--- src/hw/rtl/p3s_pkg.sv ---
// ----------------------------------------------------------------------------
// p3s_pkg
// shared widths, constants, state codes and the saturating sum helper of
// the power-of-three series block
// ----------------------------------------------------------------------------
package p3s_pkg;

   // fixed-point format
   localparam int FRAC_BITS  = 28;
   localparam int X_W        = 32;
   localparam int U_W        = 32;
   localparam int MAG_W      = 61;
   localparam int PROD_W     = MAG_W + U_W;
   localparam int DIV_W      = 62;
   localparam int DIV_STEPS  = DIV_W / 2;
   localparam int DCNT_W     = $clog2(DIV_STEPS);
   localparam int SUM_W      = 48;
   localparam int CNT_W      = 6;
   localparam int TOL_W      = 29;
   localparam int USED_OUT_W = 7;
   localparam int USED_CAP   = 127;

   // configuration port
   localparam int CSR_IDX_W  = 1;
   localparam int CSR_DATA_W = TOL_W;
   localparam logic [CSR_IDX_W-1:0] CSR_TERM_COUNT = 1'b0;
   localparam logic [CSR_IDX_W-1:0] CSR_TOLERANCE  = 1'b1;
   localparam logic [TOL_W-1:0]     TOL_RESET      = 29'd26844;

   // ln3 rounded to FRAC_BITS fraction bits, taken from a 41-bit fraction
   localparam logic [63:0]    LN3_Q41  = 64'd2415873971616;
   localparam logic [63:0]    LN3_WIDE = ((LN3_Q41 >> (40 - FRAC_BITS)) + 64'd1) >> 1;
   localparam logic [U_W-1:0] LN3_Q    = LN3_WIDE[U_W-1:0];

   localparam logic [MAG_W-1:0]  ONE_Q       = MAG_W'(1) << FRAC_BITS;
   localparam logic [MAG_W-1:0]  TERM_LIMIT  = MAG_W'(1) << 60;
   localparam logic [PROD_W:0]   RND_HALF    = (PROD_W + 1)'(1) << (FRAC_BITS - 1);

   typedef enum logic [9:0] {
      ST_IDLE     = 10'b00_0000_0001,
      ST_X_MUL    = 10'b00_0000_0010,
      ST_X_RND    = 10'b00_0000_0100,
      ST_ACC      = 10'b00_0000_1000,
      ST_MUL_LO   = 10'b00_0001_0000,
      ST_MUL_HI   = 10'b00_0010_0000,
      ST_RND      = 10'b00_0100_0000,
      ST_DIV_INIT = 10'b00_1000_0000,
      ST_DIV      = 10'b01_0000_0000,
      ST_FIN      = 10'b10_0000_0000
   } state_type;

   // acc plus or minus a term magnitude, clamped to the signed sum range
   function automatic logic signed [SUM_W-1:0] sat_add(
      input logic signed [SUM_W-1:0] acc,
      input logic [MAG_W-1:0]        mag,
      input logic                    neg
   );
      logic signed [MAG_W+1:0] a_ext;
      logic signed [MAG_W+1:0] m_ext;
      logic signed [MAG_W+1:0] wide;
      logic signed [MAG_W+1:0] hi_lim;
      logic signed [MAG_W+1:0] lo_lim;
      a_ext  = {{(MAG_W + 2 - SUM_W){acc[SUM_W-1]}}, acc};
      m_ext  = {2'b00, mag};
      wide   = neg ? (a_ext - m_ext) : (a_ext + m_ext);
      hi_lim = {{(MAG_W + 3 - SUM_W){1'b0}}, {(SUM_W - 1){1'b1}}};
      lo_lim = {{(MAG_W + 3 - SUM_W){1'b1}}, {(SUM_W - 1){1'b0}}};
      if (wide > hi_lim) begin
         sat_add = hi_lim[SUM_W-1:0];
      end else if (wide < lo_lim) begin
         sat_add = lo_lim[SUM_W-1:0];
      end else begin
         sat_add = wide[SUM_W-1:0];
      end
   endfunction

endpackage

--- src/hw/rtl/power_of_three_series.sv ---
// ----------------------------------------------------------------------------
// power_of_three_series
// Taylor-series approximation of 3^x in fixed point. One signed Q3.28
// argument per request transaction gives one response transaction with two
// saturated Q19.28 sums: one over terms 0..term_count, one that stops after
// the first term whose magnitude is at most the tolerance (or after
// MAX_TERMS terms, flagged by limit_hit). Each term is made from the one
// before by one multiply by ln3*x and one division by the term index, all
// on a single 32x32 multiplier and a two-bit-per-cycle divider under a
// small sequencer. Each term takes two multiplier passes, a rounding
// step, a bias step, the divider steps and an accumulate step. No new
// request is taken while a transaction is in work; a finished response
// waits in its own register, so the next request may be accepted while
// it is still stalled.
// ----------------------------------------------------------------------------
module power_of_three_series
   import p3s_pkg::*;
#(
   parameter int MAX_TERMS = 64
) (
   input  logic                    clock,
   input  logic                    reset,
   // configuration
   input  logic                    csr_write,
   input  logic [CSR_IDX_W-1:0]    csr_index,
   input  logic [CSR_DATA_W-1:0]   csr_data,
   // request channel
   input  logic                    req_valid,
   output logic                    req_stall,
   input  logic signed [X_W-1:0]   req_x_value,
   // response channel
   output logic                    rsp_valid,
   input  logic                    rsp_stall,
   output logic signed [SUM_W-1:0] rsp_sum_fixed_terms,
   output logic signed [SUM_W-1:0] rsp_sum_to_tolerance,
   output logic [USED_OUT_W-1:0]   rsp_terms_used,
   output logic                    rsp_limit_hit
);

   // last term index visited, width of the term index and of the term tally
   localparam int LAST    = (MAX_TERMS - 1 > 63) ? (MAX_TERMS - 1) : 63;
   localparam int K_W     = $clog2(LAST + 1);
   localparam int USED_W  = $clog2(MAX_TERMS + 1);
   localparam int USED_XW = (USED_W > USED_OUT_W) ? USED_W : USED_OUT_W;
   localparam int LIM_OUT = (MAX_TERMS > USED_CAP) ? USED_CAP : MAX_TERMS;

   // sequencer and configuration
   state_type              state_ff, state_in;
   logic [CNT_W-1:0]       tc_ff, tc_in;
   logic [TOL_W-1:0]       tol_ff, tol_in;

   // working registers of one transaction
   logic [U_W-1:0]         xmag_ff, xmag_in;
   logic                   neg_u_ff, neg_u_in;
   logic [U_W-1:0]         u_ff, u_in;
   logic [MAG_W-1:0]       mag_ff, mag_in;
   logic                   neg_ff, neg_in;
   logic [K_W-1:0]         k_ff, k_in;
   logic [PROD_W-1:0]      prod_ff, prod_in;
   logic [DIV_W-1:0]       div_ff, div_in;
   logic [K_W-1:0]         rem_ff, rem_in;
   logic [DCNT_W-1:0]      dcnt_ff, dcnt_in;
   logic signed [SUM_W-1:0] fixed_ff, fixed_in;
   logic signed [SUM_W-1:0] tsum_ff, tsum_in;
   logic [USED_W-1:0]      used_ff, used_in;
   logic                   active_ff, active_in;

   // response register
   logic                    rsp_valid_ff, rsp_valid_in;
   logic signed [SUM_W-1:0] rsp_fixed_ff, rsp_fixed_in;
   logic signed [SUM_W-1:0] rsp_tsum_ff, rsp_tsum_in;
   logic [USED_OUT_W-1:0]   rsp_used_ff, rsp_used_in;
   logic                    rsp_limit_ff, rsp_limit_in;

   // shared datapath signals
   logic [U_W-1:0]         mul_a, mul_b;
   logic [2*U_W-1:0]       mul_p;
   logic [PROD_W:0]        rnd_sum, rnd_full;
   logic [MAG_W-1:0]       term_p;
   logic [K_W:0]           dvs, r1_raw, r1, r2_raw, r2;
   logic                   q1, q2;
   logic [DIV_W-1:0]       div_step;
   logic [USED_XW-1:0]     used_x;
   logic [USED_OUT_W-1:0]  used_sat;
   logic                   req_take, rsp_take;

   assign req_take = req_valid && !req_stall;
   assign rsp_take = rsp_valid_ff && !rsp_stall;
   assign req_stall = (state_ff != ST_IDLE);

   // the one multiplier: argument times ln3, or a term half times u
   always_comb begin
      mul_a = mag_ff[U_W-1:0];
      mul_b = u_ff;
      case (state_ff)
         ST_X_MUL: begin
            mul_a = xmag_ff;
            mul_b = LN3_Q;
         end
         ST_MUL_HI: begin
            mul_a = U_W'(mag_ff[MAG_W-1:U_W]);
         end
         default: begin
            mul_a = mag_ff[U_W-1:0];
         end
      endcase
   end
   assign mul_p = mul_a * mul_b;

   // round half up on the magnitude, then clamp at the term limit
   assign rnd_sum  = {1'b0, prod_ff} + RND_HALF;
   assign rnd_full = rnd_sum >> FRAC_BITS;
   assign term_p   = (rnd_full > (PROD_W + 1)'(TERM_LIMIT)) ? TERM_LIMIT
                                                            : rnd_full[MAG_W-1:0];

   // two restoring division steps by the term index per cycle
   always_comb begin
      dvs    = {1'b0, k_ff};
      r1_raw = {rem_ff, div_ff[DIV_W-1]};
      q1     = (r1_raw >= dvs);
      r1     = q1 ? (r1_raw - dvs) : r1_raw;
      r2_raw = {r1[K_W-1:0], div_ff[DIV_W-2]};
      q2     = (r2_raw >= dvs);
      r2     = q2 ? (r2_raw - dvs) : r2_raw;
      div_step = {div_ff[DIV_W-3:0], q1, q2};
   end

   // tally of the tolerance sum, clamped to the response field
   assign used_x   = USED_XW'(used_ff);
   assign used_sat = (used_x > USED_XW'(USED_CAP)) ? USED_OUT_W'(USED_CAP)
                                                   : used_x[USED_OUT_W-1:0];

   always_comb begin
      state_in     = state_ff;
      tc_in        = tc_ff;
      tol_in       = tol_ff;
      xmag_in      = xmag_ff;
      neg_u_in     = neg_u_ff;
      u_in         = u_ff;
      mag_in       = mag_ff;
      neg_in       = neg_ff;
      k_in         = k_ff;
      prod_in      = prod_ff;
      div_in       = div_ff;
      rem_in       = rem_ff;
      dcnt_in      = dcnt_ff;
      fixed_in     = fixed_ff;
      tsum_in      = tsum_ff;
      used_in      = used_ff;
      active_in    = active_ff;
      rsp_valid_in = rsp_valid_ff;
      rsp_fixed_in = rsp_fixed_ff;
      rsp_tsum_in  = rsp_tsum_ff;
      rsp_used_in  = rsp_used_ff;
      rsp_limit_in = rsp_limit_ff;

      // the user must make register writes only while idle; the block does not enforce it
      if (csr_write) begin
         case (csr_index)
            CSR_TERM_COUNT: tc_in  = csr_data[CNT_W-1:0];
            CSR_TOLERANCE:  tol_in = csr_data[TOL_W-1:0];
            default: begin
               tc_in = tc_ff;
            end
         endcase
      end

      if (rsp_take) begin
         rsp_valid_in = 1'b0;
      end

      case (state_ff)
         ST_IDLE: begin
            if (req_take) begin
               neg_u_in = req_x_value[X_W-1];
               xmag_in  = req_x_value[X_W-1] ? (~req_x_value + X_W'(1)) : req_x_value;
               state_in = ST_X_MUL;
            end
         end
         ST_X_MUL: begin
            prod_in  = PROD_W'(mul_p);
            state_in = ST_X_RND;
         end
         ST_X_RND: begin
            // u = round(ln3 * |x|), always within 32 bits
            u_in      = rnd_full[U_W-1:0];
            mag_in    = ONE_Q;
            neg_in    = 1'b0;
            k_in      = '0;
            fixed_in  = '0;
            tsum_in   = '0;
            used_in   = '0;
            active_in = (ONE_Q > MAG_W'(tol_ff));
            state_in  = ST_ACC;
         end
         ST_ACC: begin
            if (k_ff <= K_W'(tc_ff)) begin
               fixed_in = sat_add(fixed_ff, mag_ff, neg_ff);
            end
            if (active_ff && ((K_W + 1)'(k_ff) < (K_W + 1)'(MAX_TERMS))) begin
               tsum_in = sat_add(tsum_ff, mag_ff, neg_ff);
               used_in = used_ff + USED_W'(1);
               if (mag_ff <= MAG_W'(tol_ff)) begin
                  active_in = 1'b0;
               end
            end
            if (k_ff == K_W'(LAST)) begin
               state_in = ST_FIN;
            end else begin
               k_in     = k_ff + K_W'(1);
               state_in = ST_MUL_LO;
            end
         end
         ST_MUL_LO: begin
            prod_in  = PROD_W'(mul_p);
            state_in = ST_MUL_HI;
         end
         ST_MUL_HI: begin
            prod_in  = prod_ff + PROD_W'({mul_p, {U_W{1'b0}}});
            state_in = ST_RND;
         end
         ST_RND: begin
            div_in   = DIV_W'(term_p);
            state_in = ST_DIV_INIT;
         end
         ST_DIV_INIT: begin
            // bias by k/2 so the quotient rounds half up
            div_in   = div_ff + DIV_W'(k_ff >> 1);
            rem_in   = '0;
            dcnt_in  = '0;
            state_in = ST_DIV;
         end
         ST_DIV: begin
            div_in  = div_step;
            rem_in  = r2[K_W-1:0];
            dcnt_in = dcnt_ff + DCNT_W'(1);
            if (dcnt_ff == DCNT_W'(DIV_STEPS - 1)) begin
               mag_in   = div_step[MAG_W-1:0];
               neg_in   = neg_ff ^ neg_u_ff;
               state_in = ST_ACC;
            end
         end
         ST_FIN: begin
            // wait here only if the previous response is still stalled
            if (!rsp_valid_ff || !rsp_stall) begin
               rsp_valid_in = 1'b1;
               rsp_fixed_in = fixed_ff;
               rsp_tsum_in  = tsum_ff;
               rsp_used_in  = used_sat;
               rsp_limit_in = active_ff;
               state_in     = ST_IDLE;
            end
         end
         default: begin
            state_in = ST_IDLE;
         end
      endcase
   end

   always_ff @(posedge clock) begin
      if (reset) begin
         state_ff     <= ST_IDLE;
         tc_ff        <= '0;
         tol_ff       <= TOL_RESET;
         rsp_valid_ff <= 1'b0;
      end else begin
         state_ff     <= state_in;
         tc_ff        <= tc_in;
         tol_ff       <= tol_in;
         rsp_valid_ff <= rsp_valid_in;
      end
   end

   always_ff @(posedge clock) begin
      xmag_ff      <= xmag_in;
      neg_u_ff     <= neg_u_in;
      u_ff         <= u_in;
      mag_ff       <= mag_in;
      neg_ff       <= neg_in;
      k_ff         <= k_in;
      prod_ff      <= prod_in;
      div_ff       <= div_in;
      rem_ff       <= rem_in;
      dcnt_ff      <= dcnt_in;
      fixed_ff     <= fixed_in;
      tsum_ff      <= tsum_in;
      used_ff      <= used_in;
      active_ff    <= active_in;
      rsp_fixed_ff <= rsp_fixed_in;
      rsp_tsum_ff  <= rsp_tsum_in;
      rsp_used_ff  <= rsp_used_in;
      rsp_limit_ff <= rsp_limit_in;
   end

   assign rsp_valid            = rsp_valid_ff;
   assign rsp_sum_fixed_terms  = rsp_fixed_ff;
   assign rsp_sum_to_tolerance = rsp_tsum_ff;
   assign rsp_terms_used       = rsp_used_ff;
   assign rsp_limit_hit        = rsp_limit_ff;

   // an accepted request starts the argument multiply next cycle
   a_start: assert property (@(posedge clock) disable iff (reset)
      req_take |=> (state_ff == ST_X_MUL))
      else $error("request accepted but sequencer did not start");

   // divider never runs past its step count
   a_div_cnt: assert property (@(posedge clock) disable iff (reset)
      (state_ff == ST_DIV) |-> (dcnt_ff < DCNT_W'(DIV_STEPS)))
      else $error("divider step count overrun");

   // a term never exceeds the magnitude limit
   a_term_lim: assert property (@(posedge clock) disable iff (reset)
      (state_ff == ST_ACC) |-> (mag_ff <= TERM_LIMIT))
      else $error("term magnitude above limit");

   // hitting the limit means every allowed term was added
   a_limit: assert property (@(posedge clock) disable iff (reset)
      (rsp_valid_ff && rsp_limit_ff) |-> (rsp_used_ff == USED_OUT_W'(LIM_OUT)))
      else $error("limit flag with short term tally");

   // no terms added means an empty tolerance sum
   a_empty: assert property (@(posedge clock) disable iff (reset)
      (rsp_valid_ff && (rsp_used_ff == '0)) |-> ((rsp_tsum_ff == '0) && !rsp_limit_ff))
      else $error("empty tolerance sum not zero");

endmodule

--- config.mk ---
export PLATFORM = sky130hd
export DESIGN_NAME = power_of_three_series
export DESIGN_NICKNAME = d
export VERILOG_FILES = /design/src/hw/rtl/p3s_pkg.sv /design/src/hw/rtl/power_of_three_series.sv
export SDC_FILE = /design/constraint.sdc
export NUM_CORES = 2
export LEC_CHECK = 0
export BUFFER_PORTS_ARGS = -buffer_cell sky130_fd_sc_hd__buf_2
export CAP_MARGIN = 20
export CORE_ASPECT_RATIO = 1.4
export CORE_UTILIZATION = 50
export CTS_CLUSTER_SIZE = 16
export DETAILED_ROUTE_END_ITERATION = 6
export PLACE_DENSITY = 0.66
export SLEW_MARGIN = 20
export SYNTH_ARGS = -nofsm -noshare
export SYNTH_HDL_FRONTEND = slang
export SYNTH_SLANG_ARGS = --single-unit
--- constraint.sdc ---
create_clock -name clock -period 20.4 [get_ports clock]
set_input_delay 4.08 -clock clock [delete_from_list [all_inputs] [get_ports clock]]
set_output_delay 4.08 -clock clock [all_outputs]
set_load 0.01 [all_outputs]
==> summary.md <==
| Metric | Value |
|---|---|
| Final Skew | `0.0725 ns` |
| Total negative slack | `0 ns` |
| Mapped Area | `70000 sq um` |
| Cts bufs inserted | `between 50 and 60` |
| Worst Hold Class | `flip-flop to flip-flop` |
| Reg2reg setup slack | `5.97 ns` |
| Most frequent cells in the layout | `1069 x nand2_1, 1019 x inv_1, 902 x fa_1, 870 x nor2_1, 513 x ha_1` |
| Slowest stage cell, crit path | `o2bb2ai_1` |
| Async SR Flop Fraction | `0` |
| Min Tclk post-route | `14.43 ns` |
| Die width | `318 microns` |
| Share of cells above drive strength 1 | `0.0612` |
| Final count of hold timing violations | `0` |
| Final RePlAce weighted congestion | `1.05` |
| Root Buffer | `clkbuf_16` |
| Yosys warnings | `0` |
| Post-synthesis sequential area ratio | `0.219` |
| Clk slew on worst S/H paths | `0.06 ns` |
| Critical Path Fanout Max | `57` |
| RSZ-0062 raised after global routing | `false` |
| Initial antenna violation count | `16` |
| Syn_area_per_cell | `8.92 sq um` |
| Design area | `74700 sq um` |
| Die Y | `445 microns` |
| Nets | `9334` |
| Hold_buf cts | `0` |
| Final Setup Violations | `0` |
| Die ar. | `142000 sq um` |
| Congestion Overflow GR | `0` |
| Fillers | `~13000` |
| Global-route wire length before repair | `411 mm` |
| First DRT Iteration DRCs | `a little over 5000` |
| Clock Path Buffers | `3` |
| Core area | `139000 sq um` |
| EDFF count, synth | `480` |
| Post-CTS Setup Bufs | `0` |
| Crit-path most repeated cell | `fa_1` |
| Input/output buffers | `172` |
| Crit Path Category | `flip-flop to flip-flop` |
| Critical Path RT | `20.86 ns` |
| Outcome | `finished clean` |
| Starting Density | `0.503` |
| Depth of the most critical reg-to-reg path | `43` |
| Startpoint class of the critical path | `flip-flop` |
| CP max stage delay | `0.90 ns` |
| Yosys reg bits | `526` |
| Unique cell type count in the Yosys netlist | `110` |
| H-tree depth | `2` |
| Total track usage | `0.403` |
| Post-place instance area | `72700 sq um` |
| Total of max-cap violations | `0` |
| Vias | `59400` |
| Rel. slew slack | `0.190` |
| Vias in the first global route | `61100` |
| Nature of the critical path endpoint | `flip-flop` |
| Drt pass-1 iters | `6` |
| CTS resizes | `0` |
| Most common cell after layout, fill and taps aside | `nand2_1` |
| DRC viols | `0` |
| FP Rows | `162` |
| Boundary Pins | `173` |
| Predominant post-synthesis flop cell | `edfxtp_1` |
| Antenna Nets Post-Route | `0` |
| Worst path arrival time | `14.88 ns` |
| Worst-Margin Slew | `approximately 1.2 ns` |
| Largest net degree at the start of global routing | `65` |
| Final worst-path cycle share | `0.707` |
| Clk Latency, worst-skew pair | `0.73 ns` |
| Vias per cell | `just over 6` |
| Dpl hpwl | `233 mm` |
| Syn_nets | `9333` |
| Routed WL | `about 290 mm` |
| Drt wl/cell | `29.4 microns` |
| Layout area overhead | `6.75%` |
| Gate Count Post-Synth | `7851` |
| CTS tree | `done` |
| Hold path cells | `0` |
| F_max | `between 60 and 70 MHz` |
| Pins Over Slew Limit | `0` |
| CTS sink cnt | `526` |
-- layout make-up --
class	instances	area [sq um]	share of cell area
clock inverters	28	360	0.00482
well taps	1804	2260	0.0302
inverters	1020	3830	0.0512
multi-input cells	5959	49600	0.663
diodes	17	42.5	0.000569
clock buffers	77	1620	0.0216
repair buffers	287	1720	0.0231
flip-flops and latches	526	15300	0.205
-- critical path: cells and delay by family (launching register included) --
kind,cells,cell delay (ns)
compound gates,11,2.85
simple gates,14,4.55
fa+ha+maj,10,4.76
flops,1,0.35
buf+inv,6,0.88
xor+xnor,2,0.69
-- state kept, by name (all words and copies together) (netlist names), 5 cells and up --
signal	count
rsp_sum_fixed_terms	48
used_ff	7
tsum_ff	48
tol_ff	29
div_ff	62
rsp_terms_used	7
fixed_ff	48
xmag_ff	32
k_ff	6
rem_ff	6
u_ff	32
prod_ff	66
tc_ff	6
rsp_sum_to_tolerance	48
state_ff	10
dcnt_ff	5
mag_ff	61
-- stage by stage --
step / utilization / hold WS (ns) / setup slack [ns] / instances
after floorplan: - / 0.426 / 9.16 / 7851
after global placement: 0.523 / 0.438 / 6.44 / 9596
after detailed placement: 0.523 / 0.441 / 6.36 / 9596
after CTS: 0.537 / 0.453 / 6.30 / 9701
after global routing: 0.537 / 0.469 / 5.75 / 9708
final: 0.537 / 0.460 / 5.97 / 9718
-- cell families (layout without fill, tap and decap cells) --
kind of cell	count (synthesis)	count (layout)	synth area share
AOI/OAI and AO/OA	1315	1315	0.119
and+or+nand+nor	2761	2761	0.177
other	0	17	0
xor gates and xnor gates	442	442	0.0555
muxes	26	26	0.00395
buffers and inverters	1366	1412	0.0761
DFF	526	526	0.219
adders and majority gates	1415	1415	0.350
-- metal layers --
layer,vias to the layer above,share of wire,track usage
met5,-,0.000098,0
met3,1205,0.074,0.0763
met4,2,0.12,0.388
met1,29300,0.33,0.417
li1,25800,-,-
met2,3022,0.48,0.685
-- cells in the mapped netlist, drive strengths merged, types with 64 or more instances --
library cell / number / area, sq um
ha: 513 / 6420
and2: 151 / 947
and3: 68 / 425
o21ai: 257 / 1310
a21o: 242 / 1820
a21oi: 459 / 2310
nor3: 77 / 418
nand4: 113 / 713
clkbuf: 286 / 1080
nor2: 879 / 3300
nand3: 140 / 711
nand2: 1075 / 4040
xnor2: 293 / 2580
fa: 902 / 18100
inv: 1020 / 3830
edfxtp: 480 / 14400
nand2b: 64 / 400
xor2: 149 / 1310
-- final timing paths --
check,startpoint,endpoint
min,fixed_ff[0]$_SDFFCE_PN0P_,rsp_sum_fixed_terms[0]$_DFFE_PP_
max reg2reg,state_ff[9]$_SDFFE_PP0P_,prod_ff[91]$_SDFFCE_PP0P_
max,state_ff[9]$_SDFFE_PP0P_,prod_ff[91]$_SDFFCE_PP0P_
min reg2reg,fixed_ff[0]$_SDFFCE_PN0P_,rsp_sum_fixed_terms[0]$_DFFE_PP_
Power is left out: the tool's default activity adds up to more than one toggle a clock period on the data nets, which glitch-free logic cannot reach.
